===== config.mk =====
export PLATFORM = sky130hd
export DESIGN_NAME = integer_determinant_engine
export DESIGN_NICKNAME = d
export VERILOG_FILES = /design/src/design/ide_pkg.sv /design/src/design/ide_ram.sv /design/src/design/integer_determinant_engine.sv
export SDC_FILE = /design/constraint.sdc
export NUM_CORES = 2
export LEC_CHECK = 0
export CAP_MARGIN = 5
export CORE_MARGIN = 2
export CORE_UTILIZATION = 41
export CTS_BUF_LIST = sky130_fd_sc_hd__clkbuf_4
export CTS_CLUSTER_DIAMETER = 60
export DETAILED_ROUTE_END_ITERATION = 12
export DONT_BUFFER_PORTS = 1
export GPL_ROUTABILITY_DRIVEN = 0
export HOLD_SLACK_MARGIN = 0.02
export PLACE_DENSITY = 0.6
export SYNTH_ARGS = -nofsm -noshare
export SYNTH_HDL_FRONTEND = slang
export SYNTH_SLANG_ARGS = --single-unit

===== constraint.sdc =====
create_clock -name clk -period 18.6 [get_ports clk]
set_input_delay 3.72 -clock clk [delete_from_list [all_inputs] [get_ports clk]]
set_output_delay 3.72 -clock clk [all_outputs]
set_load 0.01 [all_outputs]

===== src/design/ide_pkg.sv =====
// Shared constants of the determinant engine
package ide_pkg;

  localparam int unsigned MaxOrderDefault = 4;
  localparam int unsigned DataWidth       = 32;
  localparam int unsigned SizeWidth       = 3;

endpackage


===== src/design/ide_ram.sv =====
// Generic single write port RAM with registered read
module ide_ram #(
  parameter int unsigned Width = 32,
  parameter int unsigned Depth = 16
) (
  input  logic                     clk,
  input  logic                     we,
  input  logic [$clog2(Depth)-1:0] waddr,
  input  logic [Width-1:0]         wdata,
  input  logic                     re,
  input  logic [$clog2(Depth)-1:0] raddr,
  output logic [Width-1:0]         rdata
);

  logic [Width-1:0] mem [Depth];
  logic [Width-1:0] rdata_r;

  always_ff @(posedge clk) begin
    if (we) begin
      mem[waddr] <= wdata;
    end
    if (re) begin
      rdata_r <= mem[raddr];
    end
  end

  assign rdata = rdata_r;

endmodule


===== src/design/integer_determinant_engine.sv =====
// Determinant engine: loads a square matrix and sums signed permutation products
// Usage:
//   Input channel in_*: one 32-bit two's complement matrix entry per beat, row-major.
//   Entries load one per cycle while in_tready is high.
//   Configuration cfg_*: cfg_wr_en writes the matrix order (0 acts as 1, values above
//   MAX_ORDER act as MAX_ORDER) and restarts the load; write only while idle.
//   After the n*n-th entry in_tready drops and the block works through every column
//   tuple of the odometer, all n^n of them: a non-permutation is skipped, and for a
//   permutation each row's entry is read from the entry memory and multiplied in
//   through one 32x32 multiplier, then one adder adds or subtracts the product.
//   The result beat on out_* holds the determinant modulo 2^32.
//   While a result waits in the output register, loading of the next matrix goes on;
//   the next result waits until the held one is taken.
//   Reset clears the load count, sets the order to 4 and empties the output register.
module integer_determinant_engine #(
  parameter int unsigned MAX_ORDER = ide_pkg::MaxOrderDefault
) (
  input  logic                          clk,
  input  logic                          rst_n,
  input  logic                          in_tvalid,
  output logic                          in_tready,
  input  logic [ide_pkg::DataWidth-1:0] in_tdata,    // [31:0] entry_value
  output logic                          out_tvalid,
  input  logic                          out_tready,
  output logic [ide_pkg::DataWidth-1:0] out_tdata,   // [31:0] determinant
  input  logic                          cfg_wr_en,
  input  logic [ide_pkg::SizeWidth-1:0] cfg_wr_data
);

  localparam int unsigned Depth = MAX_ORDER * MAX_ORDER;
  localparam int unsigned AW    = (Depth > 1) ? $clog2(Depth) : 1;
  localparam int unsigned CW    = $clog2(Depth + 1);
  localparam int unsigned DW    = (MAX_ORDER > 1) ? $clog2(MAX_ORDER) : 1;
  localparam int unsigned SW    = ide_pkg::SizeWidth;
  localparam int unsigned W     = ide_pkg::DataWidth;

  typedef enum logic [2:0] {S_LOAD, S_CHECK, S_ISSUE, S_MUL, S_ACC, S_FIN} state_t;

  state_t          state_r;
  logic [SW-1:0]   size_r;
  logic [CW-1:0]   cnt_r;
  logic [DW-1:0]   dig_r [MAX_ORDER];
  logic [DW-1:0]   dig_nxt [MAX_ORDER];
  logic            wrap_nxt;
  logic [DW-1:0]   row_r;
  logic [W-1:0]    prod_r;
  logic [W-1:0]    acc_r;
  logic            neg_r;
  logic [W-1:0]    out_data_r;
  logic            out_valid_r;

  logic [SW-1:0]   order;
  logic [DW-1:0]   last_dig;
  logic [CW-1:0]   total;
  logic            is_perm;
  logic            parity;
  logic [AW-1:0]   raddr;
  logic [W-1:0]    rdata;
  logic            load_beat;
  logic [W-1:0]    mul_full;

  always_comb begin
    if (size_r == '0) begin
      order = SW'(1);
    end else if (size_r > SW'(MAX_ORDER)) begin
      order = SW'(MAX_ORDER);
    end else begin
      order = size_r;
    end
  end

  assign last_dig  = DW'(order - SW'(1));
  assign total     = CW'(order) * CW'(order);
  assign in_tready = (state_r == S_LOAD);
  assign load_beat = in_tvalid && in_tready;

  // odometer advance over the active digits
  always_comb begin
    logic carry;
    carry = 1'b1;
    for (int i = 0; i < MAX_ORDER; i++) begin
      dig_nxt[i] = dig_r[i];
      if (i < int'(order) && carry) begin
        if (dig_r[i] == last_dig) begin
          dig_nxt[i] = '0;
        end else begin
          dig_nxt[i] = dig_r[i] + DW'(1);
          carry      = 1'b0;
        end
      end
    end
    wrap_nxt = carry;
  end

  // distinct digits and inversion parity
  always_comb begin
    is_perm = 1'b1;
    parity  = 1'b0;
    for (int i = 0; i < MAX_ORDER; i++) begin
      for (int j = i + 1; j < MAX_ORDER; j++) begin
        if (j < int'(order)) begin
          if (dig_r[i] == dig_r[j]) begin
            is_perm = 1'b0;
          end
          if (dig_r[i] > dig_r[j]) begin
            parity = ~parity;
          end
        end
      end
    end
  end

  assign raddr    = AW'(AW'(row_r) * AW'(order)) + AW'(dig_r[row_r]);
  // only the low word of the product is kept
  assign mul_full = prod_r * rdata;

  ide_ram #(.Width(W), .Depth(Depth)) u_store (
    .clk   (clk),
    .we    (load_beat),
    .waddr (cnt_r[AW-1:0]),
    .wdata (in_tdata),
    .re    (state_r == S_ISSUE),
    .raddr (raddr),
    .rdata (rdata)
  );

  always_ff @(posedge clk) begin
    if (!rst_n) begin
      state_r     <= S_LOAD;
      size_r      <= SW'(4);
      cnt_r       <= '0;
      row_r       <= '0;
      neg_r       <= 1'b0;
      out_valid_r <= 1'b0;
      for (int i = 0; i < MAX_ORDER; i++) begin
        dig_r[i] <= '0;
      end
    end else begin
      if (out_valid_r && out_tready && state_r != S_FIN) begin
        out_valid_r <= 1'b0;
      end
      if (cfg_wr_en) begin
        size_r <= cfg_wr_data;
        cnt_r  <= '0;
      end
      case (state_r)
        S_LOAD: begin
          if (load_beat && !cfg_wr_en) begin
            if (cnt_r + CW'(1) >= total) begin
              cnt_r   <= '0;
              acc_r   <= '0;
              state_r <= S_CHECK;
              for (int i = 0; i < MAX_ORDER; i++) begin
                dig_r[i] <= '0;
              end
            end else begin
              cnt_r <= cnt_r + CW'(1);
            end
          end
        end
        S_CHECK: begin
          if (is_perm) begin
            prod_r  <= W'(1);
            row_r   <= '0;
            neg_r   <= parity;
            state_r <= S_ISSUE;
          end else begin
            dig_r   <= dig_nxt;
            state_r <= wrap_nxt ? S_FIN : S_CHECK;
          end
        end
        S_ISSUE: begin
          state_r <= S_MUL;
        end
        S_MUL: begin
          prod_r <= mul_full;
          if (row_r == last_dig) begin
            state_r <= S_ACC;
          end else begin
            row_r   <= row_r + DW'(1);
            state_r <= S_ISSUE;
          end
        end
        S_ACC: begin
          acc_r   <= neg_r ? (acc_r - prod_r) : (acc_r + prod_r);
          dig_r   <= dig_nxt;
          state_r <= wrap_nxt ? S_FIN : S_CHECK;
        end
        S_FIN: begin
          // hold until the output register is free
          if (!out_valid_r || out_tready) begin
            out_data_r  <= acc_r;
            out_valid_r <= 1'b1;
            state_r     <= S_LOAD;
          end
        end
        default: begin
          state_r <= S_LOAD;
        end
      endcase
    end
  end

  assign out_tvalid = out_valid_r;
  assign out_tdata  = out_data_r;

endmodule


==> impl_metrics.py <==
metrics = {
    "routing": {
        "drt_iter0_markers": 1634,
        "via_per_inst": 5.20,
        "vias": 25100,
        "post-route-drc-count": 0,
        "ant_nets": 0,
        "wl_um": 101000,
        "firstDrtPassIters": 6,
        "avgRoutedWirePerCell_um": 20.9,
    },
    "clock_tree": {
        "hold_buffers": 0,
        "clockBufferDepth": 3,
        "cts_tree": "yes",
        "cts_setup_buffers": 0,
        "cts-root-buf": "clkbuf_4",
        "cts_buffers": 158,
        "numClockSinks": 663,
        "clkTransAtPathRegs_ns": 0.07,
        "htreeDepth": 4,
        "clk_latency_ns": 1.02,
        "postCtsResizedCells": 0,
    },
    "yosys": {
        "ys_seq_area_share_pct": 45.1,
        "synth_edf_count": 640,
        "synth_top_area_share_pct": 44.1,
        "synthesis.nets": 3887,
        "async_reset_ff_share_pct": 0,
        "ys.flop_type": "edfxtp_1",
        "synthTopCellsByArea": "edfxtp_1 (44%), fa_1 (19%), mux4_2 (8.4%), and2_1 (5.3%), ha_1 (5.2%)",
        "synth_cells": 3254,
        "ys_seq_elements": 663,
        "synthTopCellsByCount": "edfxtp_1 (640), inv_1 (412), fa_1 (411), and2_1 (369), nand2_1 (229)",
        "synth_largest_area_cell": "edfxtp_1",
        "synth_area_per_cell_um2": 13.4,
        "yosys_warnings": 0,
        "synth.cell_area_mm2": 0.0436,
        "synth.most_common_cell": "edfxtp_1",
        "synth_cell_types": 78,
    },
    "timing": {
        "finalSetupViolations": 0,
        "whs_ns": 0.443,
        "fin_skew_ns": 0.0895,
        "max_freq_mhz": 136,
        "slew_headroom_pct": 29.9,
        "rsz0062_at_grt": "no",
        "min_period_ns": 7.36,
        "worst_pin_slew_ns": 1.05,
        "hold_viol": 0,
        "drv_slew": 0,
        "min_period_over_period_pct": 39.6,
        "tns_ns": 0,
    },
    "power_and_ir_drop": {
        "pwr_density_cell_mw_per_mm2": 70.1,
        "ir_drop_mv": 0.0699,
        "leakage_nw": 18.0,
    },
    "min_path": {
        "hold_class": "flop to flop",
        "whs_path_depth": 0,
        "min_from": "acc_r[3]$_SDFFCE_PN0P_",
        "hold_end": "out_tdata[3]$_DFFE_PP_",
    },
    "place": {
        "post_dp_cell_area_mm2": 0.0453,
        "port_buffers": 0,
        "dp_hpwl_um": 66400,
    },
    "worst_setup_path": {
        "start_kind": "flop",
        "r2r-start": "u_store.rdata[8]$_DFFE_PP_",
        "endpoint_kind": "flop",
        "path_class": "flop to flop",
        "critPathRequiredTime_ns": 19.33,
        "ff2ff_path_depth": 19,
        "reg2reg_slack_ns": 11.24,
        "r2r_end": "prod_r[31]$_SDFFCE_PP0P_",
        "arrival_ns": 8.09,
        "crit_fanout": 24,
    },
    "run_status": {
        "status": "complete, no violations",
    },
    "finish": {
        "multi_input_area_mm2": 0.0219,
        "final_nets": 3941,
        "stdcell_area_mm2": 0.0473,
        "fillers": 9639,
        "final_util_pct": 44.9,
        "area_growth_pct": 8.49,
        "seqCellArea_mm2": 0.0197,
        "drive_above_1_share_pct": 14.9,
    },
    "floorplanning": {
        "fp-row-count": 119,
        "io_pins": 74,
        "initial_core_util_pct": 41.4,
        "core_mm2": 0.105,
        "fp.dieW_um": 330,
        "die_h_um": 330,
        "die_area_mm2": 0.109,
    },
    "global_routing": {
        "overflow": 0,
        "grt_usage_pct": 19.3,
        "first_global_vias": 26800,
        "grt_pass1_wl_um": 159000,
        "antenna_found_initial": 9,
        "grt_max_degree": 58,
    },
    "flow_run": {
        "max-cap-violations": 0,
    },
}
per-layer routing:
metal,vias up,wire [um],global-route usage (%)
met4,2,2320,5.98
met5,-,13,0
li1,11300,-,-
met2,583,51900,33.1
met3,140,4850,3.30
met1,13000,41700,25.2
cells in the final DEF, fill, tap and decap left out, types with 41 or more instances in the layout:
cell      Yosys  layout
inv_1       412     412
o21ai_0      41      41
nand2_1     229     229
clkbuf_4      0     228
buf_4         0      49
edfxtp_1    640     640
ha_1        182     180
mux4_2      162     162
fa_1        411     410
nor2_1      127     113
a21oi_1      77      77
xnor2_1     112     111
and2_1      369     369
per-stage QoR:
stage | cells | power [mW] | setup slack, ns
6_report | 4821 | 3.32 | 11.24
3_3_place_gp | 4539 | 2.17 | 11.31
5_1_grt | 4818 | 3.49 | 10.86
2_1_floorplan | 3254 | 2.05 | 11.56
4_1_cts | 4816 | 3.36 | 11.24
3_5_place_dp | 4539 | 2.17 | 11.27
power breakdown:
group          switching, mW  internal [mW]  total (mW)
sequential           0.00524           1.64        1.65
clock                  0.576          0.599        1.17
combinational          0.278          0.216       0.494
total                  0.859           2.46        3.32
logic make-up (layout without fill, tap and decap cells):
| group | after synthesis | after routing | share of synthesized area [%] |
|---|---|---|---|
| xor gates and xnor gates | 146 | 146 | 2.98 |
| DFF | 663 | 663 | 45.1 |
| other | 1 | 6 | 0.00860 |
| buffers and inverters | 567 | 738 | 4.95 |
| AOI/OAI and AO/OA | 244 | 244 | 3.78 |
| muxes | 171 | 171 | 8.57 |
| and+or+nand+nor | 869 | 869 | 10.5 |
| adders and majority gates | 593 | 593 | 24.1 |
critical path, cell delays in order (launching register included):
cell and delay [ns]:
edfxtp_1 1.00, nand2_1 0.19, fa_1 0.54, fa_1 0.54, fa_1 0.59, fa_1 0.46, fa_1 0.54, inv_1 0.06
fa_1 0.45, fa_1 0.51, fa_1 0.43, ha_1 0.39, nand4_1 0.18, nor2_1 0.18, nand2_1 0.07, a21oi_1 0.27
o211ai_1 0.23, a31oi_1 0.25, xnor2_1 0.14, nor2_1 0.06
worst max path at each step:
| stage | startpoint | to | slack [ns] | cells after the start |
|---|---|---|---|---|
| 6_report | u_store.rdata[8]$_DFFE_PP_ | prod_r[31]$_SDFFCE_PP0P_ | 11.24 | 19 |
| 5_1_grt | u_store.rdata[8]$_DFFE_PP_ | prod_r[31]$_SDFFCE_PP0P_ | 10.86 | 19 |
| 4_1_cts | prod_r[11]$_SDFFCE_PP0P_ | prod_r[31]$_SDFFCE_PP0P_ | 11.24 | 23 |
| 3_5_place_dp | prod_r[11]$_SDFFCE_PP0P_ | prod_r[31]$_SDFFCE_PP0P_ | 11.27 | 23 |
| 3_3_place_gp | prod_r[13]$_SDFFCE_PP0P_ | prod_r[31]$_SDFFCE_PP0P_ | 11.31 | 23 |
| 2_1_floorplan | cfg_wr_en | acc_r[0]$_SDFFCE_PN0P_ | 11.56 | 6 |
flip-flops by register name (all words and copies together), names as in the netlist:
name           flops
acc_r             32
out_tvalid         1
u_store.rdata     32
out_tdata         32
cnt_r              5
u_store.mem      512
dig_r              8
prod_r            32
state_r            3
row_r              2
neg_r              1
size_r             3
area by class of cell:
cell class	count	share of cell area, %
Clock inverter	49	0.669
Sequential cell	663	41.6
Timing Repair Buffer	49	0.778
Tap cell	1391	3.68
Clock buffer	228	3.62
Multi-Input combinational cell	2024	46.4
Inverter	412	3.27
Antenna cell	5	0.0264
(Power assumes the default switching activity.)
